### src/rtl/splr_pkg.sv
// Shared constants and types of the splat layer paint and renormalisation unit.
package splr_pkg;

    localparam int NUM_W                = 8;
    localparam int IDX_BITS             = 3;
    localparam int LC_BITS              = 4;
    localparam int TGT_BITS             = 3;
    localparam int CFG_IDX_BITS         = 1;
    localparam int CFG_DATA_BITS        = 4;

    localparam int DEF_MAX_LAYERS       = 8;
    localparam int DEF_WEIGHT_FRAC_BITS = 16;
    localparam int DEF_COUNT_BITS       = 24;

    localparam logic [LC_BITS-1:0]      LC_RESET  = 4'd4;
    localparam logic [TGT_BITS-1:0]     TGT_RESET = 3'd0;
    localparam logic [IDX_BITS-1:0]     IDX_LAST  = 3'd7;

    localparam logic [CFG_IDX_BITS-1:0] REG_LAYER_COUNT  = 1'b0;
    localparam logic [CFG_IDX_BITS-1:0] REG_TARGET_LAYER = 1'b1;

    typedef struct packed {
        logic done;
        logic ovf;
    } t_div_stat;

endpackage

### src/rtl/splr_mul.sv
// Bit-serial shift-add multiplier, one multiplier bit per cycle.
module splr_mul #(
    parameter int W = splr_pkg::DEF_WEIGHT_FRAC_BITS + 1
) (
    input  logic           i_clk,
    input  logic           i_rst_n,
    input  logic           i_start,
    input  logic [W-1:0]   i_a,
    input  logic [W-1:0]   i_b,
    output logic           o_done,
    output logic [2*W-1:0] o_prod
);

    localparam int CW = $clog2(W + 1);

    logic [2*W-1:0] r_prod;
    logic [W-1:0]   r_a;
    logic [CW-1:0]  r_cnt;
    logic           r_busy;
    logic           r_done;
    logic [W:0]     sum;

    // add the multiplicand into the upper half, then shift right by one
    assign sum = {1'b0, r_prod[2*W-1:W]} + (r_prod[0] ? {1'b0, r_a} : {(W+1){1'b0}});

    always_ff @(posedge i_clk) begin
        if (!i_rst_n) begin
            r_busy <= 1'b0;
            r_done <= 1'b0;
            r_cnt  <= '0;
        end else begin
            r_done <= 1'b0;
            if (i_start) begin
                r_prod <= {{W{1'b0}}, i_b};
                r_a    <= i_a;
                r_cnt  <= CW'(W);
                r_busy <= 1'b1;
            end else if (r_busy) begin
                r_prod <= {sum, r_prod[W-1:1]};
                r_cnt  <= r_cnt - 1'b1;
                if (r_cnt == CW'(1)) begin
                    r_busy <= 1'b0;
                    r_done <= 1'b1;
                end
            end
        end
    end

    assign o_done = r_done;
    assign o_prod = r_prod;

endmodule

### src/rtl/splr_div.sv
// Bit-serial restoring divider with quotient overflow detection.
module splr_div #(
    parameter int W = splr_pkg::DEF_WEIGHT_FRAC_BITS + 1
) (
    input  logic                i_clk,
    input  logic                i_rst_n,
    input  logic                i_start,
    input  logic [2*W-1:0]      i_num,
    input  logic [W-1:0]        i_den,
    output splr_pkg::t_div_stat o_stat,
    output logic [W-1:0]        o_quot
);

    localparam int CW = $clog2(W + 1);

    logic [2*W-1:0] r_rq;
    logic [W-1:0]   r_den;
    logic [CW-1:0]  r_cnt;
    logic           r_busy;
    logic           r_done;
    logic           r_ovf;
    logic [W:0]     shifted;
    logic           ge;
    logic [W:0]     rem_n;

    // one quotient bit a cycle: shift remainder, trial subtract
    assign shifted = {r_rq[2*W-1:W], r_rq[W-1]};
    assign ge      = shifted >= {1'b0, r_den};
    assign rem_n   = ge ? (shifted - {1'b0, r_den}) : shifted;

    always_ff @(posedge i_clk) begin
        if (!i_rst_n) begin
            r_busy <= 1'b0;
            r_done <= 1'b0;
            r_ovf  <= 1'b0;
            r_cnt  <= '0;
        end else begin
            r_done <= 1'b0;
            if (i_start) begin
                r_rq  <= i_num;
                r_den <= i_den;
                // upper half not below divisor: quotient needs more than W bits
                if (i_num[2*W-1:W] >= i_den) begin
                    r_ovf  <= 1'b1;
                    r_done <= 1'b1;
                end else begin
                    r_ovf  <= 1'b0;
                    r_cnt  <= CW'(W);
                    r_busy <= 1'b1;
                end
            end else if (r_busy) begin
                r_rq  <= {rem_n[W-1:0], r_rq[W-2:0], ge};
                r_cnt <= r_cnt - 1'b1;
                if (r_cnt == CW'(1)) begin
                    r_busy <= 1'b0;
                    r_done <= 1'b1;
                end
            end
        end
    end

    assign o_stat.done = r_done;
    assign o_stat.ovf  = r_ovf;
    assign o_quot      = r_rq[W-1:0];

endmodule

### src/rtl/splat_layer_paint_renorm_unit.sv
// Top level of the splat layer paint and renormalisation unit.
//
// One request carries the eight layer weights of a texel, a paint value and
// a last-texel mark; one result request comes back for each. The target
// layer takes the paint value and every other active layer is rescaled as
// floor(w*(ONE-paint)/(ONE-old)), saturated to ONE, or, when the old target
// weight was already ONE, set to floor((ONE-paint)/(layers-1)). Inputs above
// ONE are taken as ONE, inactive layers read as zero. A target beyond the
// active layers passes the weights through; a single layer with paint below
// ONE passes them through and raises paint_error. All rescaling runs through
// one bit-serial multiplier followed by one bit-serial divider, one layer
// after the other; a quotient that overflows skips its divide pass. A new
// request is taken once the previous one has moved into the output
// register, even while that result still waits to be taken. The
// changed-texel count saturates and clears after the result marked
// pass_done. Configuration writes land at once and must only be made while
// the unit is idle.
module splat_layer_paint_renorm_unit #(
    parameter int MAX_LAYERS       = splr_pkg::DEF_MAX_LAYERS,
    parameter int WEIGHT_FRAC_BITS = splr_pkg::DEF_WEIGHT_FRAC_BITS,
    parameter int COUNT_BITS       = splr_pkg::DEF_COUNT_BITS
) (
    input  logic                               i_clk,
    input  logic                               i_rst_n,
    // configuration
    input  logic                               i_cfg_we,
    input  logic [splr_pkg::CFG_IDX_BITS-1:0]  i_cfg_index,
    input  logic [splr_pkg::CFG_DATA_BITS-1:0] i_cfg_data,
    // input requests
    input  logic                               i_in_valid,
    output logic                               o_in_ready,
    input  logic [WEIGHT_FRAC_BITS:0]          i_weight_layer_0,
    input  logic [WEIGHT_FRAC_BITS:0]          i_weight_layer_1,
    input  logic [WEIGHT_FRAC_BITS:0]          i_weight_layer_2,
    input  logic [WEIGHT_FRAC_BITS:0]          i_weight_layer_3,
    input  logic [WEIGHT_FRAC_BITS:0]          i_weight_layer_4,
    input  logic [WEIGHT_FRAC_BITS:0]          i_weight_layer_5,
    input  logic [WEIGHT_FRAC_BITS:0]          i_weight_layer_6,
    input  logic [WEIGHT_FRAC_BITS:0]          i_weight_layer_7,
    input  logic [WEIGHT_FRAC_BITS:0]          i_paint_value,
    input  logic                               i_last_texel,
    // result requests
    output logic                               o_out_valid,
    input  logic                               i_out_ready,
    output logic [WEIGHT_FRAC_BITS:0]          o_new_weight_0,
    output logic [WEIGHT_FRAC_BITS:0]          o_new_weight_1,
    output logic [WEIGHT_FRAC_BITS:0]          o_new_weight_2,
    output logic [WEIGHT_FRAC_BITS:0]          o_new_weight_3,
    output logic [WEIGHT_FRAC_BITS:0]          o_new_weight_4,
    output logic [WEIGHT_FRAC_BITS:0]          o_new_weight_5,
    output logic [WEIGHT_FRAC_BITS:0]          o_new_weight_6,
    output logic [WEIGHT_FRAC_BITS:0]          o_new_weight_7,
    output logic                               o_texel_changed,
    output logic [COUNT_BITS-1:0]              o_changed_total,
    output logic                               o_paint_error,
    output logic                               o_pass_done
);

    import splr_pkg::*;

    localparam int W = WEIGHT_FRAC_BITS + 1;
    localparam logic [W-1:0]          ONE     = {1'b1, {WEIGHT_FRAC_BITS{1'b0}}};
    localparam logic [COUNT_BITS-1:0] CNT_MAX = {COUNT_BITS{1'b1}};
    localparam logic [LC_BITS-1:0]    LC_MAX  = LC_BITS'(MAX_LAYERS);

    typedef enum logic [4:0] {
        S_IDLE = 5'b00001,
        S_SCAN = 5'b00010,
        S_MUL  = 5'b00100,
        S_DIV  = 5'b01000,
        S_DONE = 5'b10000
    } t_state;

    // configuration registers
    logic [LC_BITS-1:0]  r_layer_count;
    logic [TGT_BITS-1:0] r_target;

    // control state
    t_state              r_state, n_state;
    logic [IDX_BITS-1:0] r_idx, n_idx;
    logic                r_out_vld, n_out_vld;
    logic [COUNT_BITS-1:0] r_cnt, n_cnt;

    // working set of the request in flight
    logic [W-1:0]        r_w [NUM_W];
    logic [W-1:0]        r_rest;
    logic [W-1:0]        r_den;
    logic                r_full;
    logic                r_changed;
    logic                r_err;
    logic                r_last;
    logic [LC_BITS-1:0]  r_layers;
    logic [TGT_BITS-1:0] r_tgt;

    // output register
    logic [W-1:0]          r_o_w [NUM_W];
    logic                  r_o_changed;
    logic [COUNT_BITS-1:0] r_o_total;
    logic                  r_o_err;
    logic                  r_o_done;

    // decode of the incoming request
    logic [W-1:0]       in_w   [NUM_W];
    logic [W-1:0]       in_sat [NUM_W];
    logic [LC_BITS-1:0] layers_c;
    logic [W-1:0]       paint_c;
    logic [W-1:0]       old_c;
    logic               pass_c;
    logic               err_c;
    logic               proc_c;
    logic               in_acc;

    // sequencing
    logic               work_c;
    logic               mul_start;
    logic               mul_done;
    logic [2*W-1:0]     mul_prod;
    logic [W-1:0]       mul_a;
    logic               div_start;
    t_div_stat          div_stat;
    logic [W-1:0]       div_quot;
    logic [W-1:0]       q_sat;
    logic               load;
    logic               out_take;
    logic [COUNT_BITS-1:0] cnt_inc;

    assign in_w[0] = i_weight_layer_0;
    assign in_w[1] = i_weight_layer_1;
    assign in_w[2] = i_weight_layer_2;
    assign in_w[3] = i_weight_layer_3;
    assign in_w[4] = i_weight_layer_4;
    assign in_w[5] = i_weight_layer_5;
    assign in_w[6] = i_weight_layer_6;
    assign in_w[7] = i_weight_layer_7;

    // clamp the layer count into 1..MAX_LAYERS
    always_comb begin
        layers_c = r_layer_count;
        if (r_layer_count == '0) begin
            layers_c = LC_BITS'(1);
        end else if (r_layer_count > LC_MAX) begin
            layers_c = LC_MAX;
        end
    end

    // saturate weights to ONE, zero the inactive layers
    always_comb begin
        for (int i = 0; i < NUM_W; i++) begin
            if (LC_BITS'(i) < layers_c) begin
                in_sat[i] = (in_w[i] > ONE) ? ONE : in_w[i];
            end else begin
                in_sat[i] = '0;
            end
        end
    end

    assign paint_c = (i_paint_value > ONE) ? ONE : i_paint_value;
    assign old_c   = in_sat[r_target];
    assign pass_c  = {1'b0, r_target} >= layers_c;
    assign err_c   = !pass_c && (layers_c == LC_BITS'(1)) && (paint_c != ONE);
    assign proc_c  = !pass_c && !err_c;

    assign o_in_ready = (r_state == S_IDLE);
    assign in_acc     = i_in_valid && o_in_ready;

    // a slot needs rescaling when it is active and not the target
    assign work_c    = ({1'b0, r_idx} < r_layers) && (r_idx != r_tgt);
    assign mul_start = (r_state == S_SCAN) && work_c;
    assign div_start = (r_state == S_MUL) && mul_done;
    assign mul_a     = r_full ? W'(1) : r_w[r_idx];
    assign q_sat     = (div_stat.ovf || (div_quot > ONE)) ? ONE : div_quot;

    assign out_take = r_out_vld && i_out_ready;
    assign load     = (r_state == S_DONE) && (!r_out_vld || i_out_ready);
    assign cnt_inc  = (r_changed && (r_cnt != CNT_MAX)) ? (r_cnt + 1'b1) : r_cnt;

    splr_mul #(
        .W (W)
    ) u_mul (
        .i_clk   (i_clk),
        .i_rst_n (i_rst_n),
        .i_start (mul_start),
        .i_a     (mul_a),
        .i_b     (r_rest),
        .o_done  (mul_done),
        .o_prod  (mul_prod)
    );

    splr_div #(
        .W (W)
    ) u_div (
        .i_clk   (i_clk),
        .i_rst_n (i_rst_n),
        .i_start (div_start),
        .i_num   (mul_prod),
        .i_den   (r_den),
        .o_stat  (div_stat),
        .o_quot  (div_quot)
    );

    // sequencer next state
    always_comb begin
        n_state   = r_state;
        n_idx     = r_idx;
        n_out_vld = r_out_vld;
        n_cnt     = r_cnt;
        if (out_take) begin
            n_out_vld = 1'b0;
        end
        case (r_state)
            S_IDLE: begin
                if (in_acc) begin
                    n_idx   = '0;
                    n_state = proc_c ? S_SCAN : S_DONE;
                end
            end
            S_SCAN: begin
                if (work_c) begin
                    n_state = S_MUL;
                end else if (r_idx == IDX_LAST) begin
                    n_state = S_DONE;
                end else begin
                    n_idx = r_idx + 1'b1;
                end
            end
            S_MUL: begin
                if (mul_done) begin
                    n_state = S_DIV;
                end
            end
            S_DIV: begin
                if (div_stat.done) begin
                    if (r_idx == IDX_LAST) begin
                        n_state = S_DONE;
                    end else begin
                        n_idx   = r_idx + 1'b1;
                        n_state = S_SCAN;
                    end
                end
            end
            S_DONE: begin
                if (load) begin
                    n_out_vld = 1'b1;
                    // clear the count once the last texel is counted
                    n_cnt     = r_last ? '0 : cnt_inc;
                    n_state   = S_IDLE;
                end
            end
            default: begin
                n_state = S_IDLE;
            end
        endcase
    end

    always_ff @(posedge i_clk) begin
        if (!i_rst_n) begin
            r_state       <= S_IDLE;
            r_idx         <= '0;
            r_out_vld     <= 1'b0;
            r_cnt         <= '0;
            r_layer_count <= LC_RESET;
            r_target      <= TGT_RESET;
        end else begin
            r_state   <= n_state;
            r_idx     <= n_idx;
            r_out_vld <= n_out_vld;
            r_cnt     <= n_cnt;
            if (i_cfg_we) begin
                case (i_cfg_index)
                    REG_LAYER_COUNT:  r_layer_count <= i_cfg_data[LC_BITS-1:0];
                    REG_TARGET_LAYER: r_target      <= i_cfg_data[TGT_BITS-1:0];
                    default: ;
                endcase
            end
        end
    end

    // working set: capture on accept, write back each rescaled weight
    always_ff @(posedge i_clk) begin
        if (in_acc) begin
            for (int i = 0; i < NUM_W; i++) begin
                r_w[i] <= (proc_c && (TGT_BITS'(i) == r_target)) ? paint_c : in_sat[i];
            end
            r_rest    <= ONE - paint_c;
            r_full    <= (old_c == ONE);
            r_den     <= (old_c == ONE) ? W'(layers_c - 1'b1) : (ONE - old_c);
            r_changed <= proc_c && (old_c != paint_c);
            r_err     <= err_c;
            r_last    <= i_last_texel;
            r_layers  <= layers_c;
            r_tgt     <= r_target;
        end else if ((r_state == S_DIV) && div_stat.done) begin
            r_w[r_idx] <= q_sat;
        end
    end

    // output register: hold until taken, refill only when free
    always_ff @(posedge i_clk) begin
        if (load) begin
            for (int i = 0; i < NUM_W; i++) begin
                r_o_w[i] <= r_w[i];
            end
            r_o_changed <= r_changed;
            r_o_total   <= cnt_inc;
            r_o_err     <= r_err;
            r_o_done    <= r_last;
        end
    end

    assign o_out_valid     = r_out_vld;
    assign o_new_weight_0  = r_o_w[0];
    assign o_new_weight_1  = r_o_w[1];
    assign o_new_weight_2  = r_o_w[2];
    assign o_new_weight_3  = r_o_w[3];
    assign o_new_weight_4  = r_o_w[4];
    assign o_new_weight_5  = r_o_w[5];
    assign o_new_weight_6  = r_o_w[6];
    assign o_new_weight_7  = r_o_w[7];
    assign o_texel_changed = r_o_changed;
    assign o_changed_total = r_o_total;
    assign o_paint_error   = r_o_err;
    assign o_pass_done     = r_o_done;

    // the multiplier only finishes while the sequencer waits for it
    a_mul_done_in_mul: assert property (@(posedge i_clk) disable iff (!i_rst_n)
        mul_done |-> (r_state == S_MUL))
        else $error("multiplier finished outside its wait state");

    // the divider only finishes while the sequencer waits for it
    a_div_done_in_div: assert property (@(posedge i_clk) disable iff (!i_rst_n)
        div_stat.done |-> (r_state == S_DIV))
        else $error("divider finished outside its wait state");

    // the changed count only falls when the last texel's result is loaded
    a_cnt_monotonic: assert property (@(posedge i_clk) disable iff (!i_rst_n)
        !$past(load && r_last) |-> (r_cnt >= $past(r_cnt)))
        else $error("changed count dropped without a pass end");

endmodule
### config.mk
export PLATFORM = sky130hd
export DESIGN_NAME = splat_layer_paint_renorm_unit
export DESIGN_NICKNAME = d
export VERILOG_FILES = /design/src/rtl/splr_pkg.sv /design/src/rtl/splr_mul.sv /design/src/rtl/splr_div.sv /design/src/rtl/splat_layer_paint_renorm_unit.sv
export SDC_FILE = /design/constraint.sdc
export NUM_CORES = 1
export LEC_CHECK = 0
export BUFFER_PORTS_ARGS = -buffer_cell sky130_fd_sc_hd__clkbuf_2
export CAP_MARGIN = 40
export CORE_ASPECT_RATIO = 0.8
export CORE_UTILIZATION = 53
export CTS_CLUSTER_SIZE = 28
export DETAILED_ROUTE_END_ITERATION = 7
export PLACE_DENSITY = 0.73
export SETUP_SLACK_MARGIN = 0.15
export SLEW_MARGIN = 5
export SYNTH_ARGS = -nofsm -noshare
export SYNTH_HDL_FRONTEND = slang
export SYNTH_SLANG_ARGS = --single-unit
### constraint.sdc
create_clock -name i_clk -period 5.9 [get_ports i_clk]
set_clock_uncertainty 0.15 [all_clocks]
set_input_delay 0.295 -clock i_clk [delete_from_list [all_inputs] [get_ports i_clk]]
set_output_delay 0.295 -clock i_clk [all_outputs]
set_load 0.1 [all_outputs]
After elaboration in Yosys (flattened, before gate mapping)
Memory sizes are Yosys's and may differ from the RTL's. A register that Yosys moved wholly into a read port is not among the register bits.
Index checks and enable logic that the tools add are counted.
Storage, ports and cells
  bits in registers: 212
  latch bits: 0
  memory bits (writable): 272
  ROM bits: 0
  input port bits: 164
  logic and storage cells: 224
  memories kept: 2
Memory list
  r_o_w: words 8, bits a word 17, rd ports 8, clocked after Yosys merged registers in 0, write ports 8, line splat_layer_paint_renorm_unit.sv:96  | logic [W-1:0] r_o_w [NUM_W];
  r_w: words 8, bits a word 17, rd ports 9, clocked after Yosys merged registers in 1, write ports 8, line splat_layer_paint_renorm_unit.sv:85  | logic [W-1:0] r_w [NUM_W];
Operators by class
  add/subtract/negate cells: 9
  $mul: 0
  divide/modulo/power cells: 0
  order comparisons: 24
  equality and inequality tests: 28
  shift-type cells: 0
  multiplexer cells: 84
  bitwise logic cells: 4
  reductions and logical operators: 43
Operators with widths (count)
  2-to-1 mux 17 bit: 33
  > comparator 17 bit, second input constant: 10
  2-to-1 mux 34 bit: 3
  2-to-1 mux 5 bit: 13
  binary-select mux 17 bit (select 3 bit): 1
  2-to-1 mux 24 bit: 2
  subtractor 17 bit, first input constant: 2
  case mux 5 bit (5 select lines): 1
  adder 24 x 1 -> 24 bit, second input constant: 1
  != test 24 bit, second input constant: 1
  2-to-1 mux 1 bit: 23
  logical AND 1 bit: 20
  adder 17 x 18 -> 18 bit: 1
  greater-or-equal comparator 18 x 17 -> 1 bit: 1
  == test 17 bit, second input constant: 1
  greater-or-equal comparator 17 bit: 1
  != test 17 bit: 1
  != test 17 bit, second input constant: 1
  OR reduction 17 bit: 1
  subtractor 17 bit: 1
  less-than comparator 3 x 4 -> 1 bit, first input constant: 4
  AND reduction 2 bit: 8
  == test 5 x 1 -> 1 bit, second input constant: 3
  2-to-1 mux 3 bit: 5
  36 further kinds: 54

Longest topological paths before layout
  word-level depth: 12
  mapped depth: 21

Hierarchy
A second synthesis with hierarchy kept.
Second synthesis, totals
  cells, all modules: 2450
  area total of the unflattened synthesis: 27246.1 sq um
Modules (own cells, without submodules)
  splat_layer_paint_renorm_unit: instances 1, cells an instance 1788, area an instance 20080.5 sq um, sequential area each 11190.7 sq um
  splr_div: instances 1, cells an instance 417, area an instance 4120.2 sq um, sequential area each 1691.6 sq um
  splr_mul: instances 1, cells an instance 245, area an instance 3045.4 sq um, sequential area each 1671.6 sq um

Worst setup path before layout
OpenSTA, ideal clock, no wires.
  path type: register to register
  start point: register r_state[1]
  end point: memory r_w[1][0] (netlist name), enable pin
  library setup time: 0.337 ns
  arrival: 5.258 ns
  data required time: 5.413 ns
  path slack: 0.154 ns
  stages on the path, launching flop included: 6
  path buffers: 0
  clock period less this slack: 5.746 ns
  cell sequence: dfxtp_1 -> or3_1 -> nor3b_1 -> nand2_1 -> inv_1 -> or2_2
RTL lines
  start, declared: line splat_layer_paint_renorm_unit.sv:79  | t_state r_state, n_state;
  start signal, assigned: line splat_layer_paint_renorm_unit.sv:264  | r_state <= n_state;
  end, declared: line splat_layer_paint_renorm_unit.sv:85

Final worst setup path
  start point: register r_layer_count[2]
  end point: register r_den[14] (data pin)
Between the ends
  word-level cells in the longest chain between the ends: 10
  elaborated cells between the ends (all ways): 27
  those cells by class: add/sub (2); order compare (9); eq/ne (1); mux (14); reduce/logical (1)
Ends and longest elaborated chain
  start, declared: line splat_layer_paint_renorm_unit.sv:75  | logic [LC_BITS-1:0] r_layer_count;
  start signal, assigned: line splat_layer_paint_renorm_unit.sv:270  | REG_LAYER_COUNT: r_layer_count <= i_cfg_data[LC_BITS-1:0];
  > comparator 4 bit: line splat_layer_paint_renorm_unit.sv:141  | end else if (r_layer_count > LC_MAX) begin
  2-to-1 mux 4 bit: line splat_layer_paint_renorm_unit.sv:141
  2-to-1 mux 4 bit *: line splat_layer_paint_renorm_unit.sv:139  | if (r_layer_count == '0) begin
  less-than comparator 3 x 4 -> 1 bit (tied with other cells): line splat_layer_paint_renorm_unit.sv:149  | if (LC_BITS'(i) < layers_c) begin
  2-to-1 mux 17 bit: line splat_layer_paint_renorm_unit.sv:149
  binary-select mux 17 bit (select 3 bit): line splat_layer_paint_renorm_unit.sv:158  | assign old_c = in_sat[r_target];
  2-to-1 mux 17 bit (implied by the code) (2 in a row): line splat_layer_paint_renorm_unit.sv:158
  subtractor 17 bit / == test 17 bit (equally long branches): line splat_layer_paint_renorm_unit.sv:286  | r_den <= (old_c == ONE) ? W'(layers_c - 1'b1) : (ONE - old_c);
  2-to-1 mux 17 bit *: line splat_layer_paint_renorm_unit.sv:286
  end signal, assigned: line splat_layer_paint_renorm_unit.sv:286
  end, declared: line splat_layer_paint_renorm_unit.sv:87  | logic [W-1:0] r_den;
Every way passes the cells marked *; elsewhere a longest branch is shown, timed or not. The select of a mux whose other input is x is not followed.
A chain may end at the register's enable or synchronous reset.

==> flow_summary.yaml <==
cells_and_area:
  fillers: 3747
  nNetsFinal: 3005
  syn2layout_area_growth_pct: 17.7
  multi_input_area_um2: 10900
  seq_area_um2: 14500
  drive_above_1_share: 0.206
setup_path:
  reg2reg_to: "r_den[14]"
  arrival_ns: 5.51
  endpoint_kind: "flip-flop"
  critical_path_class: "reg2reg"
  cp-endpoint: "r_den[14]"
  rr_worst_depth: 15
  startpoint: "r_layer_count[2]"
  rrSetupSlack_ns: 0.59
  worst_setup_path_start_kind: "flip-flop"
  critPathRequiredTime_ns: 6.10
  reg2reg_from: "r_layer_count[2]"
  crit_fanout: 18
floorplanning:
  die_y_um: 201
  coreArea_um2: 48600
  initial_core_util: 0.540
  die_w_um: 251
  rows: 72
  io-pin-count: 329
  die_area_um2: 50400
synth:
  synth_nets: 2650
  syn-mean-instance-area_um2: 10.9
  synth_edf_count: 446
  yosys_most_used_dff: "edfxtp_1"
  synth.ff_latch_count: 501
  synth_warnings: 0
  synthDistinctLibCells: 93
  netlist_area_um2: 26300
  yosysSeqAreaShare: 0.552
  async_reset_ff_frac: 0
  netlist_instances: 2414
sta:
  fmax_ghz: 0.188
  worst_slew_pin_slew_ns: 0.959
  fin_crit_sh: 0.900
  min_period_ns: 5.31
  drv_slew: 0
  setup_viol: 0
  hold_viol: 0
  rsz0062_at_grt: "no"
  whs_ns: 0.0294
  slew_headroom: 0.352
  setup_tns_ns: 0
clock_tree:
  htree_levels: 2
  cts_buffers: 49
  cts-root-buf: "clkbuf_16"
  cts_tree: "built"
  clock_latency_ns: 0.61
  cts.clk_slew.worst_paths_ns: 0.06
  cts_buffer_depth: 3
  clock_sinks: 501
placement:
  port_buffers: 328
  dpl.hpwl_um: 81700
  gp_congestion: 1.08
global_routing:
  grt_usage: 0.423
  gr-total-overflow: 0
  antenna_found_initial: 8
  grt_pass1_wl_um: 152000
  grt_pass1_vias: 22000
  grt_max_degree: 104
worst_hold_path:
  timing.hold.worst.class: "in2reg"
  hold_depth: 3
status:
  violations: "DRC"
  status: "finished, violations left"
run:
  cap_violations: 0
routing:
  routed_wl_um: 108000
  drtIter0Drc: 3516
  firstDrtPassIters: 8
  viasPerCell: 6.79
  ant_nets: 0
  post-route-drc-count: 1
  num_vias: 23300
  wl_per_cell_um: 31.5
power:
  p_leak_nw: 11.8
  ir_drop_mv: 0.279
  powerDensity_nw_per_um2: 333
## flip-flops by register name, indices dropped and copies added (netlist names), 4 cells and up
| register | cells |
|---|---|
| r_layers | 4 |
| u_div.r_den | 17 |
| u_mul.r_a | 17 |
| r_cnt | 24 |
| u_mul.r_cnt | 5 |
| r_state | 5 |
| o_changed_total | 24 |
| u_div.r_cnt | 5 |
| u_div.r_rq | 34 |
| u_mul.o_prod | 34 |
| r_rest | 17 |
| r_layer_count | 4 |
| r_den | 17 |
| r_o_w | 136 |
| r_w | 136 |
## where the power goes
part | switching (mW) | internal (mW) | total [mW] | leakage [nW]
Combinational | 1.57 | 0.635 | 2.21 | 6.38
Sequential | 0.393 | 4.62 | 5.01 | 4.64
Clock | 1.41 | 1.64 | 3.05 | 0.740
Total | 3.38 | 6.90 | 10.3 | 11.8
## worst max-delay path, cell delays in order, from the launching register on
cell and delay, ns:
dfxtp_1 0.56, nor2_1 0.07, o21bai_1 0.31, ha_1 0.27, nor2b_1 0.09, nor2_1 0.50
nor4_4 0.20, a221oi_1 0.38, a22oi_1 0.24, a311oi_4 0.41, nand4_1 0.21, nor4_2 0.36
ha_1 0.59, inv_1 0.22, and2_1 0.20, a211o_1 0.29
## synth_stat cells (19+ instances only)
cell type / instances / share of area
a21oi_1: 169 / 0.032
a22oi_1: 19 / 0.0054
a311oi_1: 103 / 0.034
a31oi_1: 24 / 0.0057
and2_1: 25 / 0.0060
and3_1: 27 / 0.0064
clkbuf_1: 132 / 0.019
dfxtp_1: 55 / 0.042
edfxtp_1: 446 / 0.51
ha_1: 70 / 0.033
inv_1: 88 / 0.013
mux2i_1: 30 / 0.011
mux4_2: 36 / 0.031
nand2_1: 265 / 0.038
nand2b_1: 19 / 0.0045
nand3_1: 85 / 0.016
nor2_1: 255 / 0.036
nor3_1: 34 / 0.0065
nor4_1: 43 / 0.010
o21ai_0: 125 / 0.024
xnor2_1: 44 / 0.015
xor2_1: 39 / 0.013
## routing by layer
layer / share of wire / global-route usage / wire length, um / up-vias
li1: - / - / - / 9866
met1: 0.39 / 0.593 / 42600 / 11300
met2: 0.41 / 0.592 / 44400 / 1892
met3: 0.15 / 0.155 / 16200 / 318
met4: 0.042 / 0.165 / 4590 / 14
met5: 0.0026 / 0.0305 / 279 / -
## cell type report
class | count | area share
Multi-Input combinational cell | 1672 | 0.352
Timing Repair Buffer | 456 | 0.0925
Antenna cell | 1 | 0.0000810
Clock inverter | 28 | 0.00790
Clock buffer | 61 | 0.0415
Inverter | 89 | 0.0110
Tap cell | 629 | 0.0255
Sequential cell | 501 | 0.469
## cell families after synthesis
family          count (synthesis)  share of synthesized area
flops                         501                      0.552
buf+inv                       241                     0.0353
fa+ha+maj                      72                     0.0349
simple gates                  857                      0.155
xor+xnor                       83                     0.0277
mux                            67                     0.0427
compound gates                593                      0.153
## worst min path at each step
stage	start	end
2_1_floorplan	i_last_texel	r_last
3_3_place_gp	r_w[0][15]	r_o_w[0][15]
3_5_place_dp	r_err	o_paint_error
4_1_cts	i_weight_layer_1[10]	r_w[1][10]
5_1_grt	i_weight_layer_1[10]	r_w[1][10]
6_report	i_weight_layer_1[10]	r_w[1][10]
## stage by stage
stage | power [mW] | cell area (um2) | setup slack [ns] | util | std cells
after global placement | 7.01 | 28800 | 0.856 | 0.591 | 3296
final | 10.3 | 30900 | 0.588 | 0.635 | 3437
after detailed placement | 7.14 | 29000 | 0.637 | 0.596 | 3308
after global routing | 10.5 | 30900 | 0.156 | 0.635 | 3437
after CTS | 10.2 | 30900 | 0.619 | 0.635 | 3436
after floorplan | 6.10 | 26300 | 0.154 | - | 2414
## repair_timing
action,CTS,global route
resized for setup,0,0
hold endpoints to repair,31,0
hold buffers,39,0
buffers inserted,0,0
## cell usage in the layout (no fill, tap or decap), types with 24 or more instances in the layout
| cell type | count |
|---|---|
| a21oi_1 | 169 |
| a311oi_1 | 103 |
| a31oi_1 | 24 |
| and2_1 | 25 |
| and3_1 | 27 |
| buf_4 | 77 |
| clkbuf_16 | 49 |
| clkbuf_2 | 328 |
| dfxtp_1 | 53 |
| dlygate4sd3_1 | 39 |
| edfxtp_1 | 446 |
| ha_1 | 70 |
| inv_1 | 86 |
| mux2i_1 | 30 |
| mux4_2 | 36 |
| nand2_1 | 265 |
| nand3_1 | 85 |
| nor2_1 | 251 |
| nor3_1 | 30 |
| nor4_1 | 43 |
| o21ai_0 | 123 |
| xnor2_1 | 44 |
| xor2_1 | 39 |
Power figures use the tool's default switching activity.
